--- config.mk ---
export PLATFORM = sky130hd
export DESIGN_NAME = glyph_column_rasterizer_top
export DESIGN_NICKNAME = d
export VERILOG_FILES = /design/src/rtl/gcr_pkg.sv /design/src/rtl/gcr_front.sv /design/src/rtl/gcr_fifo.sv /design/src/rtl/gcr_back.sv /design/src/rtl/glyph_column_rasterizer_top.sv
export SDC_FILE = /design/constraint.sdc
export NUM_CORES = 1
export LEC_CHECK = 0
export ABC_AREA = 1
export BUFFER_PORTS_ARGS = -buffer_cell sky130_fd_sc_hd__buf_2
export CELL_PAD_IN_SITES_DETAIL_PLACEMENT = 0
export CELL_PAD_IN_SITES_GLOBAL_PLACEMENT = 2
export CORE_MARGIN = 2
export CORE_UTILIZATION = 35
export DETAILED_ROUTE_END_ITERATION = 8
export PLACE_DENSITY_LB_ADDON = 0.1
export SYNTH_ARGS = -nofsm -noshare
export SYNTH_HDL_FRONTEND = slang
export SYNTH_SLANG_ARGS = --single-unit
export TNS_END_PERCENT = 10
--- constraint.sdc ---
create_clock -name clk_i -period 8.7 [get_ports clk_i]
set_input_delay 0.87 -clock clk_i [delete_from_list [all_inputs] [get_ports clk_i]]
set_output_delay 0.87 -clock clk_i [all_outputs]
set_load 0.01 [all_outputs]
--- src/rtl/gcr_pkg.sv ---
`timescale 1ns / 1ps
// ----------------------------------------------------------------------------
// gcr_pkg
// Shared widths, register codes, reset values and types of the glyph column
// rasterizer.
// ----------------------------------------------------------------------------
package gcr_pkg;

  localparam int COORD_BITS  = 11;
  localparam int DIM_BITS    = 12;
  localparam int COLOR_BITS  = 16;
  localparam int HEIGHT_BITS = 6;
  localparam int GLYPH_BITS  = 8;
  localparam int IDX_BITS    = $clog2(GLYPH_BITS);
  localparam int CMP_BITS    = (COORD_BITS + 1 > DIM_BITS) ? COORD_BITS + 1 : DIM_BITS;

  localparam int IN_FIELD_BITS  = 2 * COORD_BITS + HEIGHT_BITS + 1 + COLOR_BITS + GLYPH_BITS;
  localparam int IN_DATA_BITS   = ((IN_FIELD_BITS + 7) / 8) * 8;
  localparam int OUT_FIELD_BITS = 2 * COORD_BITS + COLOR_BITS;
  localparam int OUT_DATA_BITS  = ((OUT_FIELD_BITS + 7) / 8) * 8;

  localparam int IN_X_LSB     = 0;
  localparam int IN_Y_LSB     = IN_X_LSB + COORD_BITS;
  localparam int IN_H_LSB     = IN_Y_LSB + COORD_BITS;
  localparam int IN_MODE_LSB  = IN_H_LSB + HEIGHT_BITS;
  localparam int IN_FG_LSB    = IN_MODE_LSB + 1;
  localparam int IN_GLYPH_LSB = IN_FG_LSB + COLOR_BITS;

  localparam int FIFO_DEPTH    = 4;
  localparam int FIFO_PTR_BITS = $clog2(FIFO_DEPTH);
  localparam int FIFO_CNT_BITS = $clog2(FIFO_DEPTH + 1);

  localparam int APB_ADDR_BITS = 4;
  localparam int APB_DATA_BITS = 32;

  localparam logic [DIM_BITS-1:0]   WIDTH_RST  = DIM_BITS'(800);
  localparam logic [DIM_BITS-1:0]   HEIGHT_RST = DIM_BITS'(480);
  localparam logic [COLOR_BITS-1:0] BG_RST     = {COLOR_BITS{1'b1}};

  localparam logic [HEIGHT_BITS-1:0] FONT_H12 = HEIGHT_BITS'(12);
  localparam logic [HEIGHT_BITS-1:0] FONT_H16 = HEIGHT_BITS'(16);
  localparam logic [HEIGHT_BITS-1:0] FONT_H24 = HEIGHT_BITS'(24);
  localparam logic [HEIGHT_BITS-1:0] FONT_H32 = HEIGHT_BITS'(32);

  typedef enum logic [1:0] {
    REG_SCREEN_WIDTH  = 2'd0,
    REG_SCREEN_HEIGHT = 2'd1,
    REG_BG_COLOR      = 2'd2
  } reg_idx_e;

  typedef struct packed {
    logic [DIM_BITS-1:0]   width;
    logic [DIM_BITS-1:0]   height;
    logic [COLOR_BITS-1:0] bg;
  } gcr_cfg_t;

  typedef struct packed {
    logic [COORD_BITS-1:0] col;
    logic [COORD_BITS-1:0] row;
    logic [GLYPH_BITS-1:0] mask;
    logic [GLYPH_BITS-1:0] glyph;
    logic [COLOR_BITS-1:0] fg;
  } gcr_entry_t;

  function automatic logic height_supported(input logic [HEIGHT_BITS-1:0] h);
    return (h == FONT_H12) || (h == FONT_H16) || (h == FONT_H24) || (h == FONT_H32);
  endfunction

endpackage

--- src/rtl/gcr_front.sv ---
`timescale 1ns / 1ps
// ----------------------------------------------------------------------------
// gcr_front
// Accepts glyph words, tracks the character position and works out which
// bits of each word produce a pixel write.
// ----------------------------------------------------------------------------
module gcr_front (
  input  logic                              clk_i,
  input  logic                              rst_ni,
  input  logic                              in_valid_i,
  input  logic                              in_first_i,
  input  logic [gcr_pkg::IN_DATA_BITS-1:0]  in_data_i,
  output logic                              in_ready_o,
  input  gcr_pkg::gcr_cfg_t                 cfg_i,
  input  logic                              fifo_full_i,
  output logic                              push_o,
  output gcr_pkg::gcr_entry_t               entry_o
);

  localparam int CB = gcr_pkg::COORD_BITS;
  localparam int GB = gcr_pkg::GLYPH_BITS;

  logic [CB-1:0]                      col_q, col_d, row_q, row_d, top_q, top_d;
  logic [gcr_pkg::HEIGHT_BITS-1:0]    h_q, h_d;
  logic                               mode_q, mode_d, active_q, active_d;
  logic [gcr_pkg::COLOR_BITS-1:0]     fg_q, fg_d;

  logic [CB-1:0]                      in_x, in_y;
  logic [gcr_pkg::HEIGHT_BITS-1:0]    in_h;
  logic                               in_mode;
  logic [gcr_pkg::COLOR_BITS-1:0]     in_fg;
  logic [GB-1:0]                      in_glyph;

  logic [CB-1:0]                      cur_col, cur_row, cur_top;
  logic [gcr_pkg::HEIGHT_BITS-1:0]    cur_h;
  logic                               cur_mode, cur_active;
  logic [gcr_pkg::COLOR_BITS-1:0]     cur_fg;

  logic [GB-1:0]                      edge_v, wrap_v, mask;
  logic                               accept, alive, found, stop_edge;
  logic [CB:0]                        col_nxt;
  logic                               col_edge;

  assign in_x     = in_data_i[gcr_pkg::IN_X_LSB +: CB];
  assign in_y     = in_data_i[gcr_pkg::IN_Y_LSB +: CB];
  assign in_h     = in_data_i[gcr_pkg::IN_H_LSB +: gcr_pkg::HEIGHT_BITS];
  assign in_mode  = in_data_i[gcr_pkg::IN_MODE_LSB];
  assign in_fg    = in_data_i[gcr_pkg::IN_FG_LSB +: gcr_pkg::COLOR_BITS];
  assign in_glyph = in_data_i[gcr_pkg::IN_GLYPH_LSB +: GB];

  assign in_ready_o = !fifo_full_i;
  assign accept     = in_valid_i && !fifo_full_i;

  always_comb begin
    cur_col    = in_first_i ? in_x : col_q;
    cur_row    = in_first_i ? in_y : row_q;
    cur_top    = in_first_i ? in_y : top_q;
    cur_h      = in_first_i ? in_h : h_q;
    cur_mode   = in_first_i ? in_mode : mode_q;
    cur_fg     = in_first_i ? in_fg : fg_q;
    cur_active = in_first_i ? gcr_pkg::height_supported(in_h) : active_q;
  end

  always_comb begin
    logic [CB-1:0] ri;
    logic [CB:0]   nxt;
    edge_v = '0;
    wrap_v = '0;
    for (int i = 0; i < GB; i++) begin
      ri        = cur_row + CB'(i);
      nxt       = {1'b0, ri} + (CB + 1)'(1);
      edge_v[i] = gcr_pkg::CMP_BITS'(nxt) >= gcr_pkg::CMP_BITS'(cfg_i.height);
      wrap_v[i] = (nxt[CB-1:0] - cur_top) == CB'(cur_h);
    end
  end

  always_comb begin
    alive     = 1'b1;
    found     = 1'b0;
    stop_edge = 1'b0;
    mask      = '0;
    for (int i = 0; i < GB; i++) begin
      if (alive) begin
        mask[i] = in_glyph[GB-1-i] | cur_mode;
        if (edge_v[i] || wrap_v[i]) begin
          found     = 1'b1;
          stop_edge = edge_v[i];
          alive     = 1'b0;
        end
      end
    end
  end

  assign col_nxt  = {1'b0, cur_col} + (CB + 1)'(1);
  assign col_edge = gcr_pkg::CMP_BITS'(col_nxt) >= gcr_pkg::CMP_BITS'(cfg_i.width);

  always_comb begin
    col_d    = cur_col;
    row_d    = cur_row;
    top_d    = cur_top;
    h_d      = cur_h;
    mode_d   = cur_mode;
    fg_d     = cur_fg;
    active_d = cur_active;
    if (cur_active) begin
      if (!found) begin
        row_d = cur_row + CB'(GB);
      end else if (stop_edge) begin
        active_d = 1'b0;
      end else begin
        row_d = cur_top;
        if (col_edge) begin
          active_d = 1'b0;
        end else begin
          col_d = col_nxt[CB-1:0];
        end
      end
    end
  end

  always_ff @(posedge clk_i or negedge rst_ni) begin
    if (!rst_ni) begin
      col_q    <= '0;
      row_q    <= '0;
      top_q    <= '0;
      h_q      <= '0;
      mode_q   <= 1'b0;
      fg_q     <= '0;
      active_q <= 1'b0;
    end else if (accept) begin
      col_q    <= col_d;
      row_q    <= row_d;
      top_q    <= top_d;
      h_q      <= h_d;
      mode_q   <= mode_d;
      fg_q     <= fg_d;
      active_q <= active_d;
    end
  end

  assign push_o        = accept && cur_active && (mask != '0);
  assign entry_o.col   = cur_col;
  assign entry_o.row   = cur_row;
  assign entry_o.mask  = mask;
  assign entry_o.glyph = in_glyph;
  assign entry_o.fg    = cur_fg;

endmodule

--- src/rtl/gcr_fifo.sv ---
`timescale 1ns / 1ps
// ----------------------------------------------------------------------------
// gcr_fifo
// Short register queue of classified glyph words between front and back.
// ----------------------------------------------------------------------------
module gcr_fifo (
  input  logic                 clk_i,
  input  logic                 rst_ni,
  input  logic                 push_i,
  input  gcr_pkg::gcr_entry_t  entry_i,
  output logic                 full_o,
  input  logic                 pop_i,
  output logic                 valid_o,
  output gcr_pkg::gcr_entry_t  entry_o
);

  localparam int PB = gcr_pkg::FIFO_PTR_BITS;
  localparam int NB = gcr_pkg::FIFO_CNT_BITS;

  gcr_pkg::gcr_entry_t  mem_q [gcr_pkg::FIFO_DEPTH];
  logic [PB-1:0]        wr_ptr_q, rd_ptr_q;
  logic [NB-1:0]        count_q;
  logic                 do_push, do_pop;

  assign full_o  = count_q == NB'(gcr_pkg::FIFO_DEPTH);
  assign valid_o = count_q != '0;
  assign entry_o = mem_q[rd_ptr_q];
  assign do_push = push_i && !full_o;
  assign do_pop  = pop_i && valid_o;

  always_ff @(posedge clk_i) begin
    if (do_push) begin
      mem_q[wr_ptr_q] <= entry_i;
    end
  end

  always_ff @(posedge clk_i or negedge rst_ni) begin
    if (!rst_ni) begin
      wr_ptr_q <= '0;
      rd_ptr_q <= '0;
      count_q  <= '0;
    end else begin
      if (do_push) begin
        wr_ptr_q <= (wr_ptr_q == PB'(gcr_pkg::FIFO_DEPTH - 1)) ? '0 : wr_ptr_q + PB'(1);
      end
      if (do_pop) begin
        rd_ptr_q <= (rd_ptr_q == PB'(gcr_pkg::FIFO_DEPTH - 1)) ? '0 : rd_ptr_q + PB'(1);
      end
      case ({do_push, do_pop})
        2'b10:   count_q <= count_q + NB'(1);
        2'b01:   count_q <= count_q - NB'(1);
        default: count_q <= count_q;
      endcase
    end
  end

  a_count_bound: assert property (@(posedge clk_i) disable iff (!rst_ni)
    count_q <= NB'(gcr_pkg::FIFO_DEPTH))
    else $error("queue count beyond depth");

  a_push_grows: assert property (@(posedge clk_i) disable iff (!rst_ni)
    (do_push && !do_pop) |=> count_q == $past(count_q) + NB'(1))
    else $error("queue count did not grow on push");

  a_ptr_gap: assert property (@(posedge clk_i) disable iff (!rst_ni)
    (count_q == '0) |-> (wr_ptr_q == rd_ptr_q))
    else $error("queue pointers differ while empty");

endmodule

--- src/rtl/gcr_back.sv ---
`timescale 1ns / 1ps
// ----------------------------------------------------------------------------
// gcr_back
// Walks the write mask of each queued glyph word and issues one pixel write
// per cycle while the output is not stalled, through a registered output stage.
// ----------------------------------------------------------------------------
module gcr_back (
  input  logic                               clk_i,
  input  logic                               rst_ni,
  input  logic                               fifo_valid_i,
  input  gcr_pkg::gcr_entry_t                fifo_entry_i,
  output logic                               pop_o,
  input  gcr_pkg::gcr_cfg_t                  cfg_i,
  output logic                               out_valid_o,
  input  logic                               out_ready_i,
  output logic [gcr_pkg::OUT_DATA_BITS-1:0]  out_data_o,
  output logic                               out_last_o
);

  localparam int CB = gcr_pkg::COORD_BITS;
  localparam int GB = gcr_pkg::GLYPH_BITS;
  localparam int IB = gcr_pkg::IDX_BITS;

  gcr_pkg::gcr_entry_t             cur_q, cur_d;
  logic [GB-1:0]                   cur_mask_q, cur_mask_d;
  logic [IB-1:0]                   idx;
  logic [GB-1:0]                   bit_sel, rest, rest_mask;
  logic                            can_emit, fire, load;

  logic                            out_valid_q, out_valid_d;
  logic [CB-1:0]                   out_x_q, out_y_q;
  logic [gcr_pkg::COLOR_BITS-1:0]  out_color_q;
  logic                            out_last_q;

  always_comb begin
    idx = '0;
    for (int i = GB - 1; i >= 0; i--) begin
      if (cur_mask_q[i]) begin
        idx = IB'(i);
      end
    end
  end

  assign bit_sel   = GB'(1) << idx;
  assign rest      = cur_mask_q & ~bit_sel;
  assign can_emit  = !out_valid_q || out_ready_i;
  assign fire      = can_emit && (cur_mask_q != '0);
  assign rest_mask = fire ? rest : cur_mask_q;
  assign load      = (rest_mask == '0) && fifo_valid_i;
  assign pop_o     = load;

  assign cur_d       = load ? fifo_entry_i : cur_q;
  assign cur_mask_d  = load ? fifo_entry_i.mask : rest_mask;
  assign out_valid_d = can_emit ? fire : out_valid_q;

  always_ff @(posedge clk_i) begin
    cur_q <= cur_d;
    if (fire) begin
      out_x_q     <= cur_q.col;
      out_y_q     <= cur_q.row + CB'(idx);
      out_color_q <= cur_q.glyph[IB'(GB - 1) - idx] ? cur_q.fg : cfg_i.bg;
      out_last_q  <= rest == '0;
    end
  end

  always_ff @(posedge clk_i or negedge rst_ni) begin
    if (!rst_ni) begin
      cur_mask_q  <= '0;
      out_valid_q <= 1'b0;
    end else begin
      cur_mask_q  <= cur_mask_d;
      out_valid_q <= out_valid_d;
    end
  end

  assign out_valid_o = out_valid_q;
  assign out_last_o  = out_last_q;
  assign out_data_o  = gcr_pkg::OUT_DATA_BITS'({out_color_q, out_y_q, out_x_q});

  a_load_nonempty: assert property (@(posedge clk_i) disable iff (!rst_ni)
    load |=> cur_mask_q != '0)
    else $error("loaded glyph word carries no writes");

endmodule

--- src/rtl/glyph_column_rasterizer_top.sv ---
`timescale 1ns / 1ps
// ----------------------------------------------------------------------------
// glyph_column_rasterizer_top
// Turns glyph column words into pixel writes, with clip registers on APB.
//
//  channel  | direction | handshake        | payload
//  ---------+-----------+------------------+-------------------------------
//  s_axis   | in        | tvalid / tready  | glyph word, tuser = first_byte
//  m_axis   | out       | tvalid / tready  | pixel write, tlast = last_of_byte
//  apb      | in        | psel / penable   | 3 registers at 0x0, 0x4, 0x8
//
// Front takes one glyph word per cycle unless the queue is full; back issues
// one pixel write per cycle unless m_axis stalls; a word yields 0 to 8 writes.
// A four-entry queue separates front and back; s_axis_tready drops when full.
// Reset restores the register defaults and ends any character; no clear pass.
// ----------------------------------------------------------------------------
module glyph_column_rasterizer_top (
  input  logic                               clk_i,
  input  logic                               rst_ni,
  input  logic                               s_axis_tvalid,
  output logic                               s_axis_tready,
  // tdata: start_x, start_y, glyph_height, overwrite, fg_color, glyph_byte
  input  logic [gcr_pkg::IN_DATA_BITS-1:0]   s_axis_tdata,
  // tuser: first_byte
  input  logic                               s_axis_tuser,
  output logic                               m_axis_tvalid,
  input  logic                               m_axis_tready,
  // tdata: pixel_x, pixel_y, pixel_color
  output logic [gcr_pkg::OUT_DATA_BITS-1:0]  m_axis_tdata,
  output logic                               m_axis_tlast,
  input  logic                               psel,
  input  logic                               penable,
  input  logic                               pwrite,
  input  logic [gcr_pkg::APB_ADDR_BITS-1:0]  paddr,
  input  logic [gcr_pkg::APB_DATA_BITS-1:0]  pwdata,
  output logic [gcr_pkg::APB_DATA_BITS-1:0]  prdata,
  output logic                               pready
);

  gcr_pkg::gcr_cfg_t    cfg_q;
  gcr_pkg::gcr_entry_t  push_entry, pop_entry;
  gcr_pkg::reg_idx_e    reg_idx;
  logic                 push, pop, fifo_full, fifo_valid, cfg_wr;

  assign pready  = 1'b1;
  assign cfg_wr  = psel && penable && pwrite;
  assign reg_idx = gcr_pkg::reg_idx_e'(paddr[3:2]);

  always_ff @(posedge clk_i or negedge rst_ni) begin
    if (!rst_ni) begin
      cfg_q.width  <= gcr_pkg::WIDTH_RST;
      cfg_q.height <= gcr_pkg::HEIGHT_RST;
      cfg_q.bg     <= gcr_pkg::BG_RST;
    end else if (cfg_wr) begin
      case (reg_idx)
        gcr_pkg::REG_SCREEN_WIDTH:  cfg_q.width  <= pwdata[gcr_pkg::DIM_BITS-1:0];
        gcr_pkg::REG_SCREEN_HEIGHT: cfg_q.height <= pwdata[gcr_pkg::DIM_BITS-1:0];
        gcr_pkg::REG_BG_COLOR:      cfg_q.bg     <= pwdata[gcr_pkg::COLOR_BITS-1:0];
        default: ;
      endcase
    end
  end

  always_comb begin
    case (reg_idx)
      gcr_pkg::REG_SCREEN_WIDTH:  prdata = gcr_pkg::APB_DATA_BITS'(cfg_q.width);
      gcr_pkg::REG_SCREEN_HEIGHT: prdata = gcr_pkg::APB_DATA_BITS'(cfg_q.height);
      gcr_pkg::REG_BG_COLOR:      prdata = gcr_pkg::APB_DATA_BITS'(cfg_q.bg);
      default:                    prdata = '0;
    endcase
  end

  gcr_front u_front (
    .clk_i       (clk_i),
    .rst_ni      (rst_ni),
    .in_valid_i  (s_axis_tvalid),
    .in_first_i  (s_axis_tuser),
    .in_data_i   (s_axis_tdata),
    .in_ready_o  (s_axis_tready),
    .cfg_i       (cfg_q),
    .fifo_full_i (fifo_full),
    .push_o      (push),
    .entry_o     (push_entry)
  );

  gcr_fifo u_fifo (
    .clk_i   (clk_i),
    .rst_ni  (rst_ni),
    .push_i  (push),
    .entry_i (push_entry),
    .full_o  (fifo_full),
    .pop_i   (pop),
    .valid_o (fifo_valid),
    .entry_o (pop_entry)
  );

  gcr_back u_back (
    .clk_i        (clk_i),
    .rst_ni       (rst_ni),
    .fifo_valid_i (fifo_valid),
    .fifo_entry_i (pop_entry),
    .pop_o        (pop),
    .cfg_i        (cfg_q),
    .out_valid_o  (m_axis_tvalid),
    .out_ready_i  (m_axis_tready),
    .out_data_o   (m_axis_tdata),
    .out_last_o   (m_axis_tlast)
  );

endmodule

# Word-level counts from Yosys, hierarchy flattened
# Memory sizes are Yosys's and may differ from the RTL's.
# Index checks and enable logic that the tools add are counted.
[classes]
add_sub_neg = 31
bitwise_logic = 10
n_eq_ne = 19
reduce_logical = 33
shift = 1
mux = 87
n_lt_le_gt_ge = 10
[ops]
columns = ["op", "n"]
rows = [
  ["$mux 11", 10],
  ["$add 11x1->12 const B", 9],
  ["$ge 12x12->1", 9],
  ["$eq 11x6->1", 8],
  ["$sub 11x11->11", 8],
  ["$mux 1", 59],
  ["$pmux 16 s3", 1],
  ["$add 11x3->11 const B", 4],
  ["$mux 16", 2],
  ["$mux 3", 8],
  ["$add 11x2->11 const B", 2],
  ["$logic_not 8->1", 2],
  ["$mux 8", 2],
  ["$reduce_bool 8->1", 2],
  ["$eq 6x5->1 const B", 2],
  ["$logic_or 1x1->1", 12],
  ["$add 11x1->11 const B", 1],
  ["$add 11x3->11", 1],
  ["$add 11x4->11 const B", 1],
  ["$logic_and 1x1->1", 9],
  ["$and 8x8->8", 1],
  ["$eq 2x2->1 const B", 4],
  ["$not 8->8", 1],
  ["$or 1x1->1", 8],
  ["19 further kinds", 25],
]
[word_totals]
n_memories = 1
word_cells = 215
ramBits = 216
inputBits = 100
out_inout_bits = 76
regBits = 198
[mem_list]
columns = ["name", "depth", "width", "rd", "rd_ports_with_merged_regs", "write_ports", "line", "text"]
rows = [
  ["u_fifo.mem_q", 4, 54, 1, 0, 1, "gcr_fifo.sv:20", "gcr_pkg::gcr_entry_t mem_q [gcr_pkg::FIFO_DEPTH];"],
]

# Longest topological paths before layout
# Gate-level depths: netlist of run 1.
[depth]
ltp_word = 23
ltp_mapped = 42
ltp_nobuf = 40

# Cells and area by module
# Synthesis of run 1 repeated with hierarchy kept, for this count alone.
[unflattened]
hier_cells = 3253
area_unflattened_um2 = 27737.9
[modules_own_cells]
columns = ["module", "cells_each", "n_inst", "seq_area_each_um2", "area_per_inst_um2"]
rows = [
  ["gcr_front", 2015, 1, 1426.4, 12683.4],
  ["gcr_fifo", 689, 1, 6661.4, 9261.4],
  ["gcr_back", 287, 1, 2777.7, 3804.9],
  ["glyph_column_rasterizer_top", 262, 1, 1029.7, 1988.2],
]

# Worst setup path after synthesis of run 1
# OpenSTA, ideal clock, no wires.
[synth_path]
path_type = "in2reg"
start = "input port s_axis_tuser"
end = "memory u_fifo.mem_q[0][0] (netlist name) (enable)"
path_stages = 31
t_arrival_ns = 7.059
path_buffers = 2
required_ns = 8.234
setup_ns = 0.466
setup_slack_ns = 1.175
path_cell_list = "inv_1 -> buf_6 -> nand2_1 -> nand2_2 -> buf_4 -> inv_1 -> ha_1 -> inv_1 -> nor3_1 -> nand3_1 -> nor2_1 -> a21oi_1 -> a21oi_1 -> ha_1 -> inv_1 -> o21ai_0 -> a21oi_1 -> nand2_1 -> nand2_1 -> nand2_1 -> a21oi_1 -> nand3_1 -> nand3_1 -> nand4_2 -> nor2_4 -> nand4_2 -> nor2_4 -> o21ai_0 -> nand4_1 -> o21ai_2 -> nor2_1"
[synth_lines]
columns = ["item", "line", "text"]
rows = [
  ["from (decl)", "glyph_column_rasterizer_top.sv:25", "input logic s_axis_tuser,"],
  ["to (decl)", "gcr_fifo.sv:20", ""],
]

# Worst setup path after layout of run 1
[layout_path]
start = "input port s_axis_tuser"
end = "register u_fifo.count_q[2]"
[layout_between]
elab_chain_cells = 19
word_cells_on_any_way = 82
cone_classes = "add/sub (20); order compare (7); eq/ne (9); mux (26); bitwise (8); reduce/logical (12)"
[layout_rtl]
columns = ["item", "line", "text"]
rows = [
  ["$mux 11", "gcr_front.sv:56", "cur_row = in_first_i ? in_y : row_q;"],
  ["$add 11x1->11 or $add 11x1->12 (tied branches)", "gcr_front.sv:70, gcr_front.sv:71", ""],
  ["$add 11x1->12 or $sub 11x11->11 (tied branches)", "gcr_front.sv:71, gcr_front.sv:73", ""],
  ["$sub 11x11->11 or $eq 11x6->1 (tied branches)", "gcr_front.sv:73", "wrap_v[i] = (nxt[CB-1:0] - cur_top) == CB'(cur_h);"],
  ["$eq 11x6->1 or $logic_or 1x1->1 (tied branches)", "gcr_front.sv:73, gcr_front.sv:85", ""],
  ["$logic_or 1x1->1 or $mux 1 (tied branches)", "gcr_front.sv:85", "if (edge_v[i] || wrap_v[i]) begin"],
  ["$mux 1", "gcr_front.sv:85", ""],
  ["$mux 1 (7 in series)", "gcr_front.sv:83", "if (alive) begin"],
  ["$reduce_bool 8->1", "gcr_front.sv:141", "assign push_o = accept && cur_active && (mask != '0);"],
  ["$logic_and 1x1->1 (*)", "gcr_front.sv:141", ""],
  ["$logic_and 1x1->1 (*)", "gcr_fifo.sv:28", "assign do_push = push_i && !full_o;"],
  ["$eq 2x1->1 or $eq 2x2->1 (tied branches)", "gcr_fifo.sv:49", "case ({do_push, do_pop})"],
  ["$pmux 3 s2 or $reduce_bool 2->1 (tied branches)", "--", ""],
  ["to (signal assigned)", "gcr_fifo.sv:50", "2'b10: count_q <= count_q + NB'(1);"],
  ["to (signal assigned)", "gcr_fifo.sv:51", "2'b01: count_q <= count_q - NB'(1);"],
  ["to (signal assigned)", "gcr_fifo.sv:52", "default: count_q <= count_q;"],
  ["to (decl)", "gcr_fifo.sv:22", "logic [NB-1:0] count_q;"],
]
# Every way passes the cells marked *; elsewhere a longest branch is shown, timed or not.
# A chain may end at the register's enable or synchronous reset.

==> flow_results.org, run 1 <==
** Clock network
- Root Buffer Master :: clkbuf_16
- Total of hold buffers inserted after clock tree synthesis :: 0
- Post_cts resized :: 0
- In this run the number of H-tree levels came out at 2.
- TritonCTS built the clock tree.
- Worst-Skew Late Latency :: 0.60 ns
- Post-CTS setup buffer count :: 0
- Number of buffers created by CTS :: 47
- Clock-pin transition on the worst setup and hold timing paths :: 0.06 ns
- The tree built by TritonCTS fans out to 414 sinks.
- The clock passes through at most 3 buffers.

** Detailed routing
- Remaining antenna violation count after routing :: 0
- Routed length per placed instance :: 21.5 um
- Initial DRT Pass Iterations :: 6
- Detailed routing inserted a total of 21600 vias.
- Post-detailed-route DRC marker count :: 0
- Routed Wire Length :: 90.5 mm
- In this run, the number of DRC markers left after iteration 0 of detailed routing was 1533.
- Using the TritonRoute via totals, the vias-per-cell ratio works out to 5.13.

** Timing
- After routing, the total negative slack on setup checks comes to 0 ns.
- Share of the cycle needed by the critical path after routing :: 85.4%
- Setup violation total in the final timing report :: 0
- Total count of max-transition violations in the final report :: 0
- Worst max-slew margin expressed relative to the limit :: 17.9%
- Based on the critical path, the design can be clocked at up to 135 MHz.
- For the pin with the worst max-slew slack, the measured transition is 1.22 ns.
- Setup repair after global routing left no endpoint under its margin.
- Shortest clock period the worst path allows after layout :: 7.43 ns
- Count of final hold-check violations :: 0
- Between clock sinks in the finished design, the worst skew comes to 0.0271 ns.

** Worst setup path
- Max Fanout on Critical Path :: 12
- Broken down by cell family, the worst path's largest delay share belongs to simple AND/OR/NAND/NOR gates.
- STA classifies the critical path endpoint as a flop.
- Master of the slowest instance on the critical path :: o21ai_2
- In this design, the stage delay of the slowest critical-path cell is 0.57 ns.
- Cell type with the highest occurrence count on the critical path :: nand2_1
- CP endpoint :: u_fifo.count_q[2]$_DFFE_PN0P_
- By startpoint and endpoint, the worst setup path is classified as input pin to flop.
- STA classifies the critical path startpoint as an input pin.
- The number of cells on the worst reg-to-reg path is 36.
- The worst register-to-register path has a setup slack of 1.88 ns.
- Worst setup path startpoint :: s_axis_tuser
- The worst register-to-register path ends at u_fifo.count_q[2]$_DFFE_PN0P_.
- For the worst setup path, the data required time is 9.17 ns.
- The worst register-to-register path begins at u_front.row_q[2]$_DFFE_PN0P_.
- The number of buffers and inverters on the critical path is 7.
- At the worst endpoint, the arrival time is 7.90 ns.
- Number of gates on the worst path with buffers counted :: 38

** Global routing
- The number of antenna violations at the first check in global routing was 1.
- For this run the aggregate overflow at the end of global routing stands at 0.
- The via count of the first global-routing pass came to 20600.
- Largest net degree at the start of global routing :: 63
- The first global-routing pass estimated 134 mm of wire.
- Across every metal layer, demand over resource in global routing totals 23.1%.

** Logic synthesis
- Post-synthesis register bit count :: 414
- Mapped Cells :: 3073
- The synthesized netlist occupies a cell area of 0.0264 mm2.
- Library cell occupying the most area in the post-synthesis netlist :: edfxtp_1
- Top cell type's share of synthesized area :: 34.2%
- In the synthesized netlist the async set-or-reset flop fraction comes to 27.3%.
- During synthesis, Yosys emitted a total of 0 warnings.
- Yosys cell types :: 69
- In this run the mean area of a mapped cell was 8.60 um2.
- By area the synthesized netlist is led by edfxtp_1, nand2_1, ha_1, dfrtp_1, o21ai_0.
- Summing the sequential cell areas from Yosys gives 45.0% of the chip area.
- EDFF count, synth :: 301
- Most instantiated flip-flop cell in the synthesis netlist :: edfxtp_1

** Cells and area
- Ratio of cells with drive above 1 in the final layout :: 11.6%
- Fill cell instance count of the final layout :: 7548
- For this run, the number of standard cells in the final layout without fillers is 4213.
- Relative to the synthesized area, the layout overhead comes to 12.6%.
- Final-stage net count :: 3503

** Die
- The floorplan step defined a die boundary enclosing 0.0777 mm2.
- The core region is 0.0746 mm2.
- The die is 279 um tall.
- In this run the count of I/O pins placed on the die edge is 176.
- Width of the die :: 279 um
- Number of placement rows :: 100
- The initial utilization of the core area, before any placement, comes to 35.4%.

** Placement
- The congestion estimate from routability-driven global placement came to 0.877.
- Buffers placed on the I/O ports in this run total 135.
- Total half-perimeter wirelength after legalization and detailed placement :: 65.2 mm
- Placed cell count :: 4125

** Flow run
- Max-capacitance violation count :: 0

** Pwr
- The worst-case IR drop observed on VDD is 0.000168 V.
- For this design the ratio of total power to cell area is 311 mW/mm2.
- Leakage power :: 0.0133 uW

** Hold path
- Hold crit path type :: input pin to asynchronous set/reset pin

** Outcome
- The run finished with clean final reports.
routing by layer:
layer / global-route usage [%] / part of all wire, % / wire (um)
met1: 32.4 / 47 / 42900
met2: 39.0 / 47 / 42900
met4: 4.05 / 1.3 / 1160
met5: 0 / 0 / 0
met3: 2.10 / 3.9 / 3540
logic make-up after synthesis:
family,share of synthesized area [%]
xor gates and xnor gates,4.58
other,0.0284
DFF,45.0
adders and majority gates,9.55
buffers and inverters,7.54
and+or+nand+nor,21.0
AOI/OAI and AO/OA,12.3
cells in the final DEF (no fill, tap or decap), types with 16 or more instances in the layout:
| master | Yosys | routed |
|---|---|---|
| edfxtp_1 | 301 | 301 |
| nand4_1 | 44 | 44 |
| o22ai_1 | 48 | 48 |
| inv_1 | 360 | 356 |
| inv_2 | 12 | 16 |
| dfstp_2 | 23 | 23 |
| buf_4 | 23 | 34 |
| nand2_2 | 18 | 19 |
| nor2_1 | 225 | 221 |
| o21ai_0 | 283 | 282 |
| or2_2 | 20 | 20 |
| xor2_1 | 94 | 94 |
| buf_2 | 4 | 134 |
| ha_1 | 192 | 192 |
| clkbuf_16 | 0 | 47 |
| dfrtp_1 | 90 | 89 |
| nor3_1 | 38 | 38 |
| nand3_1 | 173 | 173 |
| conb_1 | 2 | 19 |
| xnor2_1 | 38 | 38 |
| a21oi_1 | 133 | 133 |
| nand2_1 | 684 | 683 |
how the worst min path moves through the flow:
stage | slack (ns) | cells past startpoint | endpoint | start
after floorplan | 0.40 | 0 | u_back.out_x_q[0]$_DFFE_PP_ | u_back.cur_q[43]$_DFFE_PP_
after global placement | 0.40 | 0 | u_back.out_x_q[6]$_DFFE_PP_ | u_back.cur_q[49]$_DFFE_PP_
after detailed placement | 0.41 | 0 | u_back.out_x_q[3]$_DFFE_PP_ | u_back.cur_q[46]$_DFFE_PP_
after CTS | 0.25 | 1 | u_front.fg_q[12]$_DFFE_PN0P_ | rst_ni
after global routing | 0.26 | 1 | u_front.fg_q[12]$_DFFE_PN0P_ | rst_ni
final | 0.22 | 1 | u_front.fg_q[12]$_DFFE_PN0P_ | rst_ni
per-stage QoR:
stage / power, uW / hold slack [ns] / worst slack [ns] / cell area [um2] / utilization (%)
2_1_floorplan: 5900 / 0.400 / 1.18 / 26500 / -
3_3_place_gp: 7260 / 0.402 / 0.664 / 28200 / 37.8
5_1_grt: 10000 / 0.263 / 0.624 / 29700 / 39.9
4_1_cts: 9340 / 0.250 / 1.31 / 29700 / 39.9
3_5_place_dp: 7320 / 0.405 / 0.664 / 28200 / 37.8
6_report: 9260 / 0.219 / 1.27 / 29700 / 39.9
cell usage after synthesis, types with 4 or more instances:
| cell | instances |
|---|---|
| inv_1 | 360 |
| nand3_1 | 173 |
| o221ai_1 | 14 |
| a211oi_1 | 5 |
| o22ai_1 | 48 |
| dfrtp_1 | 90 |
| nor2_1 | 225 |
| ha_1 | 192 |
| clkbuf_1 | 67 |
| o21ai_0 | 283 |
| o21bai_1 | 10 |
| nor2_4 | 4 |
| inv_2 | 12 |
| a21o_1 | 15 |
| nor2_2 | 8 |
| o211ai_1 | 7 |
| buf_2 | 4 |
| nand3b_1 | 15 |
| nand4_1 | 44 |
| a21boi_0 | 9 |
| nand2_4 | 8 |
| clkinv_1 | 5 |
| o21ai_1 | 13 |
| buf_4 | 23 |
| fa_1 | 6 |
| nor3_1 | 38 |
| nand2_1 | 684 |
| xnor2_1 | 38 |
| or2_2 | 20 |
| o31ai_1 | 4 |
| a31oi_1 | 9 |
| xor2_1 | 94 |
| buf_6 | 9 |
| edfxtp_1 | 301 |
| nand2_2 | 18 |
| dfstp_2 | 23 |
| o21ai_2 | 6 |
| a21oi_1 | 133 |
registers in the layout (all words and copies together), names as in the netlist, 16 cells and up:
name	count
cfg_q	40
u_back.cur_q	46
u_back.out_color_q	16
u_fifo.mem_q	216
u_front.fg_q	16
report_power, final:
group	total, uW	internal (uW)	switching, uW
combinational	4600	1520	3070
sequential	2690	2520	168
clock	1980	1150	834
layout make-up:
cell class	instances	area, um2	share of cell area (%)
tap	969	1210	4.08
multi-input combinational	2191	12600	42.5
inverter	378	1420	4.78
sequential	414	11900	40.0
timing repair buffer	173	1020	3.42
antenna	1	2.50	0.00841
clock inverter	23	258	0.867
clock buffer	64	1290	4.35
Note: power is estimated with default switching activity, not from simulation.
==> run 2: changes to the inputs <==
==> constraint.sdc (replaced) <==
create_clock -name clk_i -period 6.9 [get_ports clk_i]
set_input_delay 0.69 -clock clk_i [delete_from_list [all_inputs] [get_ports clk_i]]
set_output_delay 0.69 -clock clk_i [all_outputs]
set_load 0.01 [all_outputs]
==> run 2 against run 1 <==
Against the previous run: non-clock buffer count up 149; clock skew up 0.022 ns; worst hold slack worse by 0.13 ns; combinational power up 35%; sequential power up 26%; sequential share of layout area down 1.6 points; first-iteration DRC count up 1.5%; flip-flop and latch count unchanged; critical path depth unchanged; global-route usage up 0.25 points; largest cell class unchanged; largest power group unchanged.
==> flow_results.org, run 2 (synthesis results as in run 1) <==
** Cells and area
- Max reg flops :: 216 (unchanged)
- The layout net count came to 3652 (+4.3%).
- P&R area growth vs syn :: 17.3%
- The top cell types in the final layout, fill and taps aside, are nand2_1, inv_1, edfxtp_1.
- The fraction of final layout cells with drive strength greater than 1 was 15.5% (+3.8 points).
- Register containing the most flip-flops in the final layout :: u_fifo.mem_q
- In the final layout, the registers with the most flip-flops are u_fifo.mem_q x216, u_back.cur_q x46, cfg_q x40.
- Core occupancy in the finished layout :: 41.6% (+1.7 points)
- The library cell used most frequently in the layout, excluding fill and tap cells, is nand2_1.

** Clock network
- The number of gates given a new drive strength after cts came to 0 (unchanged).
- Deepest clock path buffer count :: 3 (unchanged)
- The clock transition at the registers of the reported paths is 0.06 ns (about the same).
- Clock tree synthesis selected as its root buffer the cell clkbuf_16.
- TritonCTS built the clock tree.
- The number of buffers inserted by hold repair at cts came to 0 (unchanged).
- TritonCTS sink count :: 414 (unchanged)
- The clock network latency to the later pin of the worst-skew pair was 0.61 ns (about the same).
- Number of buffers created by CTS :: 47 (unchanged)
- The total number of H-tree levels was 2 (unchanged).
- Post-CTS setup buffer count :: 0 (unchanged)

** Timing
- The count of final max-slew check failures came to 0 (unchanged).
- Count of final hold-check violations :: 0 (unchanged)
- The max-slew headroom at the worst pin is 20.5% (+2.6 points).
- Share of the cycle needed by the critical path after routing :: 89.5%
- Worst clock skew on the final layout :: 0.0493 ns (+0.0222 ns)
- For the finished layout, the period the worst path requires is 6.17 ns.
- Transition time at the pin with the least slew margin :: 1.18 ns (-0.0387 ns)
- The final-report setup violation count was 0 (unchanged).
- Minimum setup slack in the final design :: 0.726 ns (-0.545 ns)
- Static timing analysis puts the maximum clock frequency at 162 MHz.
- Setup repair after global routing left no endpoint under its margin.

** Die
- Die Span Y :: 279 um (unchanged)
- Initial Util :: 35.4% (unchanged)
- The total core area was 0.0746 mm2 (unchanged).
- Width of the die :: 279 um (unchanged)
- Die ar. :: 0.0777 mm2 (unchanged)
- The I/O pin count is 176 (unchanged).
- The number of standard-cell rows in the floorplan came to 100 (unchanged).

** Pwr
- The overall power was 12200 uW (+32%).
- Peak supply drop :: 0.000182 V (+7.9%)
- Cell Pwr Density :: 394 mW/mm2 (+26%)
- The leakage power of the design came to 0.0141 uW (+5.9%).

** Global routing
- GRT Total Usage :: 23.3% (+0.25 points)
- Global route overflow :: 0 (unchanged)
- Vias in the first global route :: 21600 (+4.8%)
- Antenna violations before repair :: 6 (+5)
- The global-route wire length before repair came to 136 mm (+1.5%).
- Largest net degree at the start of global routing :: 65 (+3.2%)

** Worst setup path
- The critical path's largest stage delay was 0.42 ns (-0.15 ns).
- Reg-to-reg startpoint :: u_front.row_q[1]$_DFFE_PN0P_
- Critical Setup Path Class :: input pin to flop
- Buf/Inv on CP :: 9 (+2)
- Number of cell instances on the worst register-to-register path :: 35 (-2.8%)
- The data arrival time at the worst-slack endpoint was 6.65 ns (-1.25 ns).
- Max Fanout on Critical Path :: 19 (+7)
- Worst-case register-to-register setup slack :: 0.85 ns (-1.03 ns)
- Master of the slowest instance on the critical path :: fa_1
- The number of stages on the worst setup path is 38 (unchanged).
- STA classifies the critical path startpoint as an input pin.
- The data required time at the worst endpoint came to 7.38 ns (-1.79 ns).
- The worst setup path is captured at a flop.
- On the critical path the largest part of the delay comes from simple AND/OR/NAND/NOR gates.
- Reg-to-reg critical path endpoint :: u_fifo.count_q[2]$_DFFE_PN0P_

** Detailed routing
- The DRC violation count after routing came to 0 (unchanged).
- The sum of routed wire length over all layers was 91.7 mm (+1.2%).
- The detailed-route wire length per cell came to 21.0 um (-2.3%).
- The length of the first detailed-routing pass in iterations is 7 (+1).
- The total number of vias is 22200 (+2.4%).
- Remaining antenna violation count after routing :: 0 (unchanged)
- The mean number of vias per cell was 5.08 (-1.1%).
- Starting DRC count in detailed routing :: 1556 (+1.5%)

** Outcome
- The run finished with clean final reports.

** Hold path
- The worst hold path belongs to the class input pin to asynchronous set/reset pin.

** Placement
- Placer Congestion :: 0.885 (+1.0%)
- Pre-CTS setup slack :: 0.129 ns (-0.536 ns)
- The number of port buffers came to 135 (unchanged).
- Total half-perimeter wirelength after legalization and detailed placement :: 68.2 mm (+4.5%)

** Flow run
- Max-capacitance violation count :: 0 (unchanged)
==> run 2: worst max-delay path by stage <==
stage	startpoint	to	slack (ns)
6_report	s_axis_tuser	u_fifo.count_q[2]$_DFFE_PN0P_	0.73
4_1_cts	s_axis_tuser	u_fifo.count_q[2]$_DFFE_PN0P_	0.77
5_1_grt	s_axis_tuser	u_fifo.count_q[2]$_DFFE_PN0P_	0.23
3_3_place_gp	s_axis_tuser	u_fifo.count_q[2]$_DFFE_PN0P_	0.13
2_1_floorplan	s_axis_tuser	u_fifo.mem_q[0][0]$_DFFE_PP_	-0.44
3_5_place_dp	s_axis_tuser	u_fifo.count_q[2]$_DFFE_PN0P_	0.13
==> run 2: cell type report <==
type / count / area [um2]
Clock buffer: 62 / 1270
Sequential cell: 414 / 11900
Multi-Input combinational cell: 2191 / 12600
Fill cell: 7459 / 43600
Tap cell: 969 / 1210
Inverter: 378 / 1420
Timing Repair Buffer: 322 / 2190
Clock inverter: 26 / 350
Antenna cell: 4 / 10.0
==> run 2: through the flow <==
stage / std cells / hold slack (ns) / setup TNS, ns / cell area [um2]
after floorplan: 3090 / 0.394 / -96.02 / 26500
after global placement: 4274 / 0.407 / 0 / 29400
after detailed placement: 4274 / 0.405 / 0 / 29400
after CTS: 4362 / 0.134 / 0 / 31000
after global routing: 4364 / 0.135 / 0 / 31000
final: 4366 / 0.0840 / 0 / 31000
==> run 2: report_power, final <==
| part | switching (uW) | internal [uW] | total [uW] | leakage, uW |
|---|---|---|---|---|
| Clock | 1040 | 1570 | 2610 | 0.000791 |
| Combinational | 4000 | 2200 | 6200 | 0.00920 |
| Sequential | 205 | 3180 | 3380 | 0.00413 |
| Total | 5250 | 6950 | 12200 | 0.0141 |
==> run 2: metal layers <==
metal,part of all wire [%],vias up,track usage [%]
met4,3.6,0,8.16
li1,-,10900,-
met1,46,10600,31.9
met5,0,-,0
met2,45,522,37.8
met3,5.1,131,3.19
